File: src/rwr_pkg.sv
// ----------------------------------------------------------------------------
// rwr_pkg: shared types and constants of the reordering window receiver
// Sequence space, payload layout, result kinds, register indexes and the
// command and status groups passed between the controller and the datapath.
// ----------------------------------------------------------------------------
package rwr_pkg;

	localparam int SEQ_SPACE     = 12;
	localparam int SEQ_W         = $clog2(SEQ_SPACE);
	localparam int PAYLOAD_BYTES = 20;
	localparam int PAYLOAD_W     = 8 * PAYLOAD_BYTES;
	localparam int GROUPS        = 4;
	localparam int GROUP_BYTES   = PAYLOAD_BYTES / GROUPS;
	localparam int GROUP_W       = 11;
	localparam int BSUM_W        = 13;
	localparam int WIN_W         = 4;
	localparam int ADDR_W        = 3;

	localparam logic [WIN_W-1:0] WINDOW_RESET  = 4'd6;
	localparam logic [31:0]      ZERO_CHAR_SUM = 32'd960;

	localparam logic RESULT_DELIVER = 1'b0;
	localparam logic RESULT_ACK     = 1'b1;

	localparam logic REG_WINDOW_SIZE = 1'b0;

	typedef logic [SEQ_W-1:0] seq_t;

	typedef struct packed {
		logic cap;
		logic sum1;
		logic sum2;
		logic chk;
		logic wr;
		logic dlv;
		logic ack;
	} cmd_t;

	typedef struct packed {
		logic more;
		logic accepted;
	} status_t;

endpackage

File: src/rwr_in_if.sv
// ----------------------------------------------------------------------------
// rwr_in_if: received packet channel
// Valid/ready channel carrying one received packet per request.
// ----------------------------------------------------------------------------
interface rwr_in_if;
	logic               valid;
	logic               ready;
	logic signed [31:0] seq_number;
	logic signed [31:0] ack_field;
	logic signed [31:0] check_value;
	logic [63:0]        payload_bytes_0_7;
	logic [63:0]        payload_bytes_8_15;
	logic [31:0]        payload_bytes_16_19;

	modport source (
		output valid, seq_number, ack_field, check_value,
		output payload_bytes_0_7, payload_bytes_8_15, payload_bytes_16_19,
		input  ready
	);

	modport sink (
		input  valid, seq_number, ack_field, check_value,
		input  payload_bytes_0_7, payload_bytes_8_15, payload_bytes_16_19,
		output ready
	);
endinterface

File: src/rwr_out_if.sv
// ----------------------------------------------------------------------------
// rwr_out_if: result channel
// Valid/ready channel carrying delivered payloads and acknowledgements.
// ----------------------------------------------------------------------------
interface rwr_out_if;
	logic               valid;
	logic               ready;
	logic               result_kind;
	logic [63:0]        out_bytes_0_7;
	logic [63:0]        out_bytes_8_15;
	logic [31:0]        out_bytes_16_19;
	logic               reply_sequence;
	logic [3:0]         reply_ack;
	logic signed [31:0] reply_check;
	logic               last;

	modport source (
		output valid, result_kind, out_bytes_0_7, out_bytes_8_15, out_bytes_16_19,
		output reply_sequence, reply_ack, reply_check, last,
		input  ready
	);

	modport sink (
		input  valid, result_kind, out_bytes_0_7, out_bytes_8_15, out_bytes_16_19,
		input  reply_sequence, reply_ack, reply_check, last,
		output ready
	);
endinterface

File: src/rwr_ctrl.sv
// ----------------------------------------------------------------------------
// rwr_ctrl: sequencing state machine
// Steps each packet through checksum, window check, store, in-order delivery
// and acknowledgement, and drives the channel handshakes.
// ----------------------------------------------------------------------------
module rwr_ctrl (
	input  logic             clk,
	input  logic             arst_n,
	input  logic             in_valid,
	output logic             in_ready,
	output logic             out_valid,
	input  logic             out_ready,
	input  rwr_pkg::status_t status,
	output rwr_pkg::cmd_t    cmd
);

	typedef enum logic [7:0] {
		ST_IDLE  = 8'b0000_0001,
		ST_SUM1  = 8'b0000_0010,
		ST_SUM2  = 8'b0000_0100,
		ST_CHECK = 8'b0000_1000,
		ST_WRITE = 8'b0001_0000,
		ST_READ  = 8'b0010_0000,
		ST_DLV   = 8'b0100_0000,
		ST_ACK   = 8'b1000_0000
	} state_t;

	state_t state_q;
	state_t state_d;

	always_comb begin
		state_d   = state_q;
		cmd       = '0;
		in_ready  = 1'b0;
		out_valid = 1'b0;
		unique case (state_q)
			ST_IDLE: begin
				in_ready = 1'b1;
				if (in_valid) begin
					cmd.cap = 1'b1;
					state_d = ST_SUM1;
				end
			end
			ST_SUM1: begin
				cmd.sum1 = 1'b1;
				state_d  = ST_SUM2;
			end
			ST_SUM2: begin
				cmd.sum2 = 1'b1;
				state_d  = ST_CHECK;
			end
			ST_CHECK: begin
				cmd.chk = 1'b1;
				state_d = ST_WRITE;
			end
			ST_WRITE: begin
				cmd.wr  = 1'b1;
				state_d = ST_READ;
			end
			ST_READ: begin
				if (status.more && status.accepted) begin
					cmd.dlv = 1'b1;
					state_d = ST_DLV;
				end else begin
					cmd.ack = 1'b1;
					state_d = ST_ACK;
				end
			end
			ST_DLV: begin
				out_valid = 1'b1;
				if (out_ready) begin
					state_d = ST_READ;
				end
			end
			ST_ACK: begin
				out_valid = 1'b1;
				if (out_ready) begin
					state_d = ST_IDLE;
				end
			end
			default: begin
				state_d = ST_IDLE;
			end
		endcase
	end

	always_ff @(posedge clk or negedge arst_n) begin
		if (!arst_n) begin
			state_q <= ST_IDLE;
		end else begin
			state_q <= state_d;
		end
	end

	a_no_overlap: assert property (@(posedge clk) disable iff (!arst_n)
		!(in_ready && out_valid))
		else $error("input accepted while a result is pending");

	a_cmd_exclusive: assert property (@(posedge clk) disable iff (!arst_n)
		$onehot0(cmd))
		else $error("more than one datapath command at once");

	a_write_then_result: assert property (@(posedge clk) disable iff (!arst_n)
		cmd.wr |=> (cmd.dlv || cmd.ack))
		else $error("store step not followed by a result load");

endmodule

File: src/rwr_dp.sv
// ----------------------------------------------------------------------------
// rwr_dp: receiver datapath
// Captures a packet, sums its checksum in a group step and a total step, checks the window,
// holds out-of-order payloads and loads the result register.
// ----------------------------------------------------------------------------
module rwr_dp (
	input  logic                       clk,
	input  logic                       arst_n,
	input  rwr_pkg::cmd_t              cmd,
	output rwr_pkg::status_t           status,
	input  logic [rwr_pkg::WIN_W-1:0]  window_size,
	input  logic signed [31:0]         seq_number,
	input  logic signed [31:0]         ack_field,
	input  logic signed [31:0]         check_value,
	input  logic [63:0]                payload_bytes_0_7,
	input  logic [63:0]                payload_bytes_8_15,
	input  logic [31:0]                payload_bytes_16_19,
	output logic                       result_kind,
	output logic [63:0]                out_bytes_0_7,
	output logic [63:0]                out_bytes_8_15,
	output logic [31:0]                out_bytes_16_19,
	output logic                       reply_sequence,
	output logic [3:0]                 reply_ack,
	output logic signed [31:0]         reply_check,
	output logic                       last
);

	localparam int SEQ_W = rwr_pkg::SEQ_W;
	localparam int PW    = rwr_pkg::PAYLOAD_W;
	localparam int GW    = rwr_pkg::GROUP_W;
	localparam int BW    = rwr_pkg::BSUM_W;
	localparam int GB    = rwr_pkg::GROUP_BYTES;

	localparam rwr_pkg::seq_t SEQ_LAST  = SEQ_W'(rwr_pkg::SEQ_SPACE - 1);
	localparam rwr_pkg::seq_t SEQ_COUNT = SEQ_W'(rwr_pkg::SEQ_SPACE);
	localparam logic [rwr_pkg::WIN_W-1:0] WIN_MAX =
		rwr_pkg::WIN_W'(rwr_pkg::SEQ_SPACE - 1);

	// Sum of a group of bytes, each read as a signed value.
	function automatic logic signed [GW-1:0] group_sum(input logic [8*GB-1:0] bytes);
		logic signed [GW-1:0] acc;
		acc = '0;
		for (int i = 0; i < GB; i++) begin
			acc = acc + {{(GW-8){bytes[8*i+7]}}, bytes[8*i +: 8]};
		end
		return acc;
	endfunction

	// Captured packet
	logic signed [31:0]   seq_q;
	logic signed [31:0]   ack_q;
	logic signed [31:0]   chk_q;
	logic [PW-1:0]        pay_q;

	logic signed [GW-1:0] grp_q [rwr_pkg::GROUPS];
	logic signed [BW-1:0] bsum_q;

	// Control state
	logic                 acc_q;
	rwr_pkg::seq_t        ack_num_q;
	rwr_pkg::seq_t        exp_q;
	rwr_pkg::seq_t        dcnt_q;
	logic                 reply_toggle_q;
	logic [rwr_pkg::SEQ_SPACE-1:0] held_flags_q;

	// Held payload store
	logic [PW-1:0]        held_q [rwr_pkg::SEQ_SPACE];

	// Result register
	logic                 kind_q;
	logic [PW-1:0]        out_pay_q;
	logic                 rseq_q;
	rwr_pkg::seq_t        rack_q;
	logic [31:0]          rchk_q;
	logic                 last_q;

	// Window check
	logic signed [31:0]   total;
	rwr_pkg::seq_t        seq_lo;
	rwr_pkg::seq_t        offset;
	logic [rwr_pkg::WIN_W-1:0] win;
	logic                 in_space;
	logic                 accept;
	rwr_pkg::seq_t        exp_prev;

	always_comb begin
		total    = seq_q + ack_q + {{(32-BW){bsum_q[BW-1]}}, bsum_q};
		seq_lo   = seq_q[SEQ_W-1:0];
		in_space = (seq_q[31:SEQ_W] == '0) && (seq_lo < SEQ_COUNT);
		if (seq_lo >= exp_q) begin
			offset = seq_lo - exp_q;
		end else begin
			offset = seq_lo + SEQ_COUNT - exp_q;
		end
		win      = (window_size > WIN_MAX) ? WIN_MAX : window_size;
		accept   = (total == chk_q) && in_space && (offset < win);
		exp_prev = (exp_q == '0) ? SEQ_LAST : exp_q - SEQ_W'(1);
	end

	// Packet capture and checksum pipeline
	always_ff @(posedge clk) begin
		if (cmd.cap) begin
			seq_q <= seq_number;
			ack_q <= ack_field;
			chk_q <= check_value;
			pay_q <= {payload_bytes_16_19, payload_bytes_8_15, payload_bytes_0_7};
		end
		if (cmd.sum1) begin
			for (int g = 0; g < rwr_pkg::GROUPS; g++) begin
				grp_q[g] <= group_sum(pay_q[8*GB*g +: 8*GB]);
			end
		end
		if (cmd.sum2) begin
			bsum_q <= {{(BW-GW){grp_q[0][GW-1]}}, grp_q[0]}
			        + {{(BW-GW){grp_q[1][GW-1]}}, grp_q[1]}
			        + {{(BW-GW){grp_q[2][GW-1]}}, grp_q[2]}
			        + {{(BW-GW){grp_q[3][GW-1]}}, grp_q[3]};
		end
		if (cmd.chk) begin
			ack_num_q <= accept ? seq_lo : exp_prev;
		end
	end

	always_ff @(posedge clk or negedge arst_n) begin
		if (!arst_n) begin
			acc_q          <= 1'b0;
			exp_q          <= '0;
			dcnt_q         <= '0;
			reply_toggle_q <= 1'b1;
			held_flags_q   <= '0;
		end else begin
			if (cmd.chk) begin
				acc_q <= accept;
			end
			if (cmd.wr) begin
				dcnt_q <= '0;
				if (acc_q) begin
					held_flags_q[seq_q[SEQ_W-1:0]] <= 1'b1;
				end
			end
			if (cmd.dlv) begin
				held_flags_q[exp_q] <= 1'b0;
				exp_q  <= (exp_q == SEQ_LAST) ? '0 : exp_q + SEQ_W'(1);
				dcnt_q <= dcnt_q + SEQ_W'(1);
			end
			if (cmd.ack) begin
				reply_toggle_q <= ~reply_toggle_q;
			end
		end
	end

	// Store write, and registered read or acknowledgement load into the result register
	always_ff @(posedge clk) begin
		if (cmd.wr && acc_q) begin
			held_q[seq_q[SEQ_W-1:0]] <= pay_q;
		end
		if (cmd.dlv) begin
			kind_q    <= rwr_pkg::RESULT_DELIVER;
			out_pay_q <= held_q[exp_q];
			rseq_q    <= 1'b0;
			rack_q    <= '0;
			rchk_q    <= '0;
			last_q    <= 1'b0;
		end
		if (cmd.ack) begin
			kind_q    <= rwr_pkg::RESULT_ACK;
			out_pay_q <= '0;
			rseq_q    <= reply_toggle_q;
			rack_q    <= ack_num_q;
			rchk_q    <= {31'd0, reply_toggle_q} + {{(32-SEQ_W){1'b0}}, ack_num_q}
			           + rwr_pkg::ZERO_CHAR_SUM;
			last_q    <= 1'b1;
		end
	end

	assign status.accepted = acc_q;
	assign status.more     = held_flags_q[exp_q] && (dcnt_q < SEQ_LAST);

	assign result_kind     = kind_q;
	assign out_bytes_0_7   = out_pay_q[63:0];
	assign out_bytes_8_15  = out_pay_q[127:64];
	assign out_bytes_16_19 = out_pay_q[159:128];
	assign reply_sequence  = rseq_q;
	assign reply_ack       = 4'(rack_q);
	assign reply_check     = rchk_q;
	assign last            = last_q;

	a_expected_range: assert property (@(posedge clk) disable iff (!arst_n)
		exp_q < SEQ_COUNT)
		else $error("expected sequence left the sequence space");

	a_toggle_flips: assert property (@(posedge clk) disable iff (!arst_n)
		cmd.ack |=> reply_toggle_q != $past(reply_toggle_q))
		else $error("reply bit did not alternate");

	a_flags_bound: assert property (@(posedge clk) disable iff (!arst_n)
		$countones(held_flags_q) < rwr_pkg::SEQ_SPACE)
		else $error("every sequence number marked held");

endmodule

File: src/reordering_window_receiver.sv
// ----------------------------------------------------------------------------
// reordering_window_receiver: selective-repeat receiver with reorder buffer
// Checks each received packet, holds in-window packets, releases them in
// sequence order and answers every packet with one acknowledgement.
// ----------------------------------------------------------------------------
// A new request is taken only once the acknowledgement of the last one has
// been taken; released payloads are read one at a time through the single
// read port of the held payload store.
// Reset (arst_n, asynchronous): expected number 0, reply bit 1, all held
// marks clear, window size 6. The held store itself needs no clearing pass.
module reordering_window_receiver (
	input  logic                          clk,
	input  logic                          arst_n,
	rwr_in_if.sink                        pkt_in,
	rwr_out_if.source                     res_out,
	input  logic                          psel,
	input  logic                          penable,
	input  logic                          pwrite,
	input  logic [rwr_pkg::ADDR_W-1:0]    paddr,
	input  logic [31:0]                   pwdata,
	output logic [31:0]                   prdata,
	output logic                          pready
);

	// Configuration register: the receive window width. A value above the
	// largest usable width is clamped in the datapath, so it is stored as is.
	logic [rwr_pkg::WIN_W-1:0] window_size_q;
	logic                      reg_index;
	logic                      write_en;

	assign pready    = 1'b1;
	assign reg_index = paddr[rwr_pkg::ADDR_W-1];
	assign write_en  = psel && penable && pwrite && pready;

	always_ff @(posedge clk or negedge arst_n) begin
		if (!arst_n) begin
			window_size_q <= rwr_pkg::WINDOW_RESET;
		end else if (write_en && (reg_index == rwr_pkg::REG_WINDOW_SIZE)) begin
			window_size_q <= pwdata[rwr_pkg::WIN_W-1:0];
		end
	end

	// Reads return the register; addresses past it read as zero.
	always_comb begin
		unique case (reg_index)
			rwr_pkg::REG_WINDOW_SIZE: begin
				prdata = {{(32-rwr_pkg::WIN_W){1'b0}}, window_size_q};
			end
			default: begin
				prdata = '0;
			end
		endcase
	end

	// The controller and datapath talk only through these two groups.
	rwr_pkg::cmd_t    cmd;
	rwr_pkg::status_t status;

	// The controller owns both handshakes: a packet is taken only when the
	// machine is idle, and the result register is shown as valid only in the
	// delivery and acknowledgement states, where it waits for the consumer.
	rwr_ctrl u_ctrl (
		.clk       (clk),
		.arst_n    (arst_n),
		.in_valid  (pkt_in.valid),
		.in_ready  (pkt_in.ready),
		.out_valid (res_out.valid),
		.out_ready (res_out.ready),
		.status    (status),
		.cmd       (cmd)
	);

	// The datapath captures the packet, forms the checksum in two steps,
	// decides acceptance against the window, keeps held payloads and loads
	// one result at a time into the output register.
	rwr_dp u_dp (
		.clk                 (clk),
		.arst_n              (arst_n),
		.cmd                 (cmd),
		.status              (status),
		.window_size         (window_size_q),
		.seq_number          (pkt_in.seq_number),
		.ack_field           (pkt_in.ack_field),
		.check_value         (pkt_in.check_value),
		.payload_bytes_0_7   (pkt_in.payload_bytes_0_7),
		.payload_bytes_8_15  (pkt_in.payload_bytes_8_15),
		.payload_bytes_16_19 (pkt_in.payload_bytes_16_19),
		.result_kind         (res_out.result_kind),
		.out_bytes_0_7       (res_out.out_bytes_0_7),
		.out_bytes_8_15      (res_out.out_bytes_8_15),
		.out_bytes_16_19     (res_out.out_bytes_16_19),
		.reply_sequence      (res_out.reply_sequence),
		.reply_ack           (res_out.reply_ack),
		.reply_check         (res_out.reply_check),
		.last                (res_out.last)
	);

endmodule
File: src/flat_wrapper.sv
// flat-port wrapper written by rule: the top's interface ports become plain ports
module reordering_window_receiver_flat 
  (clk, arst_n, psel, penable, pwrite, paddr, pwdata, prdata, pready, pkt_in_valid, pkt_in_seq_number, pkt_in_ack_field, pkt_in_check_value, pkt_in_payload_bytes_0_7, pkt_in_payload_bytes_8_15, pkt_in_payload_bytes_16_19, pkt_in_ready, res_out_valid, res_out_result_kind, res_out_out_bytes_0_7, res_out_out_bytes_8_15, res_out_out_bytes_16_19, res_out_reply_sequence, res_out_reply_ack, res_out_reply_check, res_out_last, res_out_ready);
  rwr_in_if pkt_in_i ();
  rwr_out_if res_out_i ();
  input  logic clk;
  input  logic arst_n;
  input  logic psel;
  input  logic penable;
  input  logic pwrite;
  input  logic [rwr_pkg::ADDR_W-1:0] paddr;
  input  logic [31:0] pwdata;
  output logic [31:0] prdata;
  output logic pready;
  input wire logic [$bits(pkt_in_i.valid)-1:0] pkt_in_valid;
  input wire logic [$bits(pkt_in_i.seq_number)-1:0] pkt_in_seq_number;
  input wire logic [$bits(pkt_in_i.ack_field)-1:0] pkt_in_ack_field;
  input wire logic [$bits(pkt_in_i.check_value)-1:0] pkt_in_check_value;
  input wire logic [$bits(pkt_in_i.payload_bytes_0_7)-1:0] pkt_in_payload_bytes_0_7;
  input wire logic [$bits(pkt_in_i.payload_bytes_8_15)-1:0] pkt_in_payload_bytes_8_15;
  input wire logic [$bits(pkt_in_i.payload_bytes_16_19)-1:0] pkt_in_payload_bytes_16_19;
  output wire logic [$bits(pkt_in_i.ready)-1:0] pkt_in_ready;
  output wire logic [$bits(res_out_i.valid)-1:0] res_out_valid;
  output wire logic [$bits(res_out_i.result_kind)-1:0] res_out_result_kind;
  output wire logic [$bits(res_out_i.out_bytes_0_7)-1:0] res_out_out_bytes_0_7;
  output wire logic [$bits(res_out_i.out_bytes_8_15)-1:0] res_out_out_bytes_8_15;
  output wire logic [$bits(res_out_i.out_bytes_16_19)-1:0] res_out_out_bytes_16_19;
  output wire logic [$bits(res_out_i.reply_sequence)-1:0] res_out_reply_sequence;
  output wire logic [$bits(res_out_i.reply_ack)-1:0] res_out_reply_ack;
  output wire logic [$bits(res_out_i.reply_check)-1:0] res_out_reply_check;
  output wire logic [$bits(res_out_i.last)-1:0] res_out_last;
  input wire logic [$bits(res_out_i.ready)-1:0] res_out_ready;
  assign pkt_in_i.valid = pkt_in_valid;
  assign pkt_in_i.seq_number = pkt_in_seq_number;
  assign pkt_in_i.ack_field = pkt_in_ack_field;
  assign pkt_in_i.check_value = pkt_in_check_value;
  assign pkt_in_i.payload_bytes_0_7 = pkt_in_payload_bytes_0_7;
  assign pkt_in_i.payload_bytes_8_15 = pkt_in_payload_bytes_8_15;
  assign pkt_in_i.payload_bytes_16_19 = pkt_in_payload_bytes_16_19;
  assign pkt_in_ready = pkt_in_i.ready;
  assign res_out_valid = res_out_i.valid;
  assign res_out_result_kind = res_out_i.result_kind;
  assign res_out_out_bytes_0_7 = res_out_i.out_bytes_0_7;
  assign res_out_out_bytes_8_15 = res_out_i.out_bytes_8_15;
  assign res_out_out_bytes_16_19 = res_out_i.out_bytes_16_19;
  assign res_out_reply_sequence = res_out_i.reply_sequence;
  assign res_out_reply_ack = res_out_i.reply_ack;
  assign res_out_reply_check = res_out_i.reply_check;
  assign res_out_last = res_out_i.last;
  assign res_out_i.ready = res_out_ready;
  reordering_window_receiver u_core (.clk(clk), .arst_n(arst_n), .pkt_in(pkt_in_i), .res_out(res_out_i), .psel(psel), .penable(penable), .pwrite(pwrite), .paddr(paddr), .pwdata(pwdata), .prdata(prdata), .pready(pready));
endmodule
File: config.mk
export PLATFORM = sky130hd
export DESIGN_NAME = reordering_window_receiver_flat
export DESIGN_NICKNAME = d
export VERILOG_FILES = /design/src/rwr_pkg.sv /design/src/rwr_in_if.sv /design/src/rwr_out_if.sv /design/src/rwr_ctrl.sv /design/src/rwr_dp.sv /design/src/reordering_window_receiver.sv /design/src/flat_wrapper.sv
export SDC_FILE = /design/constraint.sdc
export NUM_CORES = 2
export LEC_CHECK = 0
export BUFFER_PORTS_ARGS = -buffer_cell sky130_fd_sc_hd__buf_4
export CAP_MARGIN = 20
export CORE_UTILIZATION = 55
export CTS_CLUSTER_DIAMETER = 100
export CTS_CLUSTER_SIZE = 25
export DETAILED_ROUTE_END_ITERATION = 16
export GPL_ROUTABILITY_DRIVEN = 0
export PLACE_DENSITY = 0.69
export SLEW_MARGIN = 20
export SYNTH_ARGS = -nofsm -noshare
export SYNTH_HDL_FRONTEND = slang
export SYNTH_SLANG_ARGS = --single-unit
File: constraint.sdc
create_clock -name clk -period 19.85 [get_ports clk]
set_input_delay 0.9925 -clock clk [delete_from_list [all_inputs] [get_ports clk]]
set_output_delay 0.9925 -clock clk [all_outputs]
set_load 0.02 [all_outputs]
==> run summary <==
The run finished with clean final reports. The class of the tightest hold or removal check is in2async. The first detailed-routing pass took 6 iterations.

CTS saw 2443 sinks. STA classifies the critical path startpoint as a flip-flop. A synthesized cell averages 18.8 um^2.

The worst reg-to-reg path cell count works out to 19. The post-route fraction of the period consumed by the critical path was 30.6%. The initial utilization of the core area, before any placement, comes to 55.6%.

For this run, the slowest stage of the critical path takes 1.04 ns. Library cell contributing the largest single delay on the critical path: sky130_fd_sc_hd__dfrtp_4. The initial antenna violation count was 11; the end-of-flow core utilization was 60.8%.

Of the post-synthesis cell area, the dominant cell type holds 69.4%. For the maximum number of pins on one net before global-route repair, the log shows 169. The logs give 97200 um^2 for the total standard cell area after synthesis and 327 mm for the global-route wire length before repair. The commonest cells after synthesis are sky130_fd_sc_hd__edfxtp_1, sky130_fd_sc_hd__nand2_1, sky130_fd_sc_hd__mux4_2. The largest total area in the synthesized netlist belongs to sky130_fd_sc_hd__edfxtp_1. The most used flip-flop cell after synthesis is sky130_fd_sc_hd__edfxtp_1. The placed instance area came out at 103000 um^2.

The die extent in y came out at 422 um. The width of the die works out to 422 um. Sequential elements use 73.6% of the synthesized area. After synthesis, the cell types taking the most area are sky130_fd_sc_hd__edfxtp_1, sky130_fd_sc_hd__mux4_2, sky130_fd_sc_hd__fa_1.

The final hold violation count is 0. The run gives 26.2% as the relative slew slack. The signal on the critical path passes through ha_1 > inv_1 > fa_1 > a21o_1 > a21o_1 > a21oi_1 > nand2_1 > o21ai_0 > xor2_1 > ha_1 > a211o_1 > a21oi_1 > nand4_1 > a2111oi_0 > nand4_1 > or4b_4 > nor4_4 > nand4_4 > mux2_4. Across the VDD grid, the largest voltage drop is 161 uV. The CTS buffer count was 108; the die footprint was 178000 um^2. Of the cells placed in the final design, the portion with a size suffix greater than 1 is 20.5%.

The tools report the buffers inserted during post-CTS setup optimization as 0. Area growth from synthesis to layout: 9.30%. Setup repair after global routing left no endpoint under its margin. After clock tree synthesis, the repair step resized 0 gates.

The clock reaches the later pin of the worst-skew pair after 0.80 ns. CTS built an H-tree with a depth of 3. The critical path in this run is classified as reg2reg. The via count was 48835; the number of unique standard cell types used by synthesis was 73.

For this design, the CTS-stage hold fixing added 0 buffers. The most common cell in the synthesized netlist is sky130_fd_sc_hd__edfxtp_1. The share of flip-flops with an asynchronous set or reset after synthesis works out to 1.39%.

The synthesis-stage register bit count is 2443. After layout, the minimum clock period comes to 6.08 ns. Leaving out filler cells and counting taps, the final layout contains 7954. Buffers placed on the I/O ports in this run total 449. The post-route cell area came out at 106000 um^2.

In this run the remaining antenna-violating nets after routing total 0. Critical path endpoint category: a flip-flop. The tools report the placed cell count as 7749.

The root buffer cell chosen for the clock tree is sky130_fd_sc_hd__clkbuf_16. The mean number of vias per cell is 6.14. The violation count after the first detailed-route iteration came out at 4963. The via count of the first global-routing pass is 49157, and the required time of the worst setup path is 20.39 ns. The buffer depth of the longest clock path was 3.

Detailed placement finished with a half-perimeter wire length of 126 mm. In this run, synthesis inferred 2248 flip-flops with an integrated enable. The accumulated negative setup slack was 0 ns; the mean routed wirelength per cell was 28.1 um. The design draws 13.4 mW. TritonCTS built the clock tree. The run gives 223 mm as the final wirelength.

The total overflow left after global routing is 0. Global routing used 25.1% of the available tracks. Maximum clock rate: 165 MHz. For this design the ratio of total power to cell area is 126 nW/um^2.

For the worst setup path, the data arrival time is 6.62 ns. Across the run, the number of max-cap violations was 0. Yosys printed 0 warnings.

The count of final setup violators was 0. The number of max-slew violations in the final report is 0. Synthesis handed over a netlist of 5166 instances. Clock input transition at the sequential cells of the worst setup and hold paths: 0.10 ns. Number of remaining DRC errors: 0. For the count of pins on the block boundary, the log shows 532. After floorplanning, the core was divided into 153 placement rows.

The final layout contains 6096 nets. The maximum fanout along the worst path was 48. At the pin with the least slew margin, the transition time is 1.11 ns.

The worst clock skew on the final layout is 0.0278 ns. After floorplanning, the core was sized to cover 175000 um^2. For the leakage power, the log shows 34.1 nW.
flip-flops by register name, indices dropped and copies added, names as in the netlist, 8 cells and up:
name                      count
u_core.u_dp.held_q         1920
u_core.u_dp.seq_q            32
u_core.u_dp.ack_q            32
u_core.u_dp.out_pay_q       160
u_core.u_dp.grp_q            44
u_core.u_dp.held_flags_q     12
u_core.u_dp.chk_q            32
u_core.u_dp.bsum_q           13
u_core.u_dp.pay_q           160
u_core.u_ctrl.state_q         8
per-layer routing:
| layer | global-route usage [%] | vias up | wire (um) |
|---|---|---|---|
| li1 | - | 20954 | - |
| met1 | 36.3 | 25800 | 94200 |
| met2 | 40.5 | 1829 | 109000 |
| met3 | 4.19 | 240 | 15100 |
| met4 | 5.73 | 12 | 5300 |
| met5 | 0 | - | 64 |
worst paths after layout:
kind | startpoint | endpoint | slack (ns)
worst max-delay path | u_core.u_dp.exp_q[0] | u_core.u_dp.ack_num_q[3] | 13.77
worst min register to register | u_core.u_dp.out_pay_q[32] | u_core.u_dp.out_pay_q[32] | 0.46
max in group asynchronous | arst_n | u_core.u_dp.exp_q[2] | 19.34
min in group clk | pkt_in_payload_bytes_8_15[20] | u_core.u_dp.pay_q[84] | 0.37
worst max register to register | u_core.u_dp.exp_q[0] | u_core.u_dp.ack_num_q[3] | 13.77
worst min-delay path | arst_n | u_core.window_size_q[3] | 0.15
through the flow:
stage | worst slack, ns | hold WS [ns]
finish | 13.77 | 0.153
global route | 13.41 | 0.137
CTS | 13.67 | 0.119
detailed placement | 13.68 | 0.440
global placement | 13.66 | 0.437
floorplan | 6.03 | 0.460
worst max-delay path, delay by kind of cell, from the launching register on:
kind	cells	cell delay, ns
DFF	1	1.04
and+or+nand+nor	6	1.51
buffers and inverters	1	0.08
xor gates and xnor gates	1	0.19
AOI/OAI and AO/OA	7	1.69
adders and majority gates	3	0.95
muxes	1	0.35
power breakdown:
part | leakage (nW) | total, mW | switching, mW | internal (mW)
combinational | 10.5 | 4.11 | 2.58 | 1.53
clock | 1.49 | 2.59 | 1.53 | 1.06
sequential | 22.0 | 6.67 | 0.383 | 6.28
total | 34.1 | 13.4 | 4.50 | 8.87
cell usage in the layout (no fill, tap or decap), drive strengths merged, types with 10 or more instances in the layout:
cell type,Yosys,routed
nand2,545,545
ha,102,102
o21bai,18,18
nand4,20,20
nand3,16,16
a21o,18,18
o21ai,48,48
fa,162,162
dfxtp,161,161
mux4,483,483
nor3,21,21
mux2i,11,11
xor2,30,30
clkbuf,169,195
edfxtp,2248,2248
conb,2,52
nor4,19,19
a21oi,415,415
dfrtp,30,30
buf,139,516
o31ai,165,165
xnor2,67,67
nor2,74,74
and3,10,10
inv,76,82
cell families (layout without fill, tap and decap cells):
| family | after synthesis | after routing | share of synthesized area [%] |
|---|---|---|---|
| buf+inv | 385 | 796 | 1.71 |
| xor+xnor | 97 | 97 | 0.874 |
| flops | 2443 | 2443 | 73.6 |
| simple gates | 750 | 750 | 3.28 |
| mux | 499 | 499 | 11.4 |
| fa+ha+maj | 264 | 264 | 4.65 |
| other cells | 2 | 54 | 0.00773 |
| compound gates | 726 | 726 | 4.47 |
final cells by class:
class	count	area [um^2]
clock buffer	195	3050
timing repair buffer	516	4050
antenna	2	5.00
multi-input combinational	2388	24200
sequential	2443	71600
inverter	77	294
clock inverter	8	98.8
fill	12436	68500
tap	2325	2910
Power figures use the tool's default switching activity.
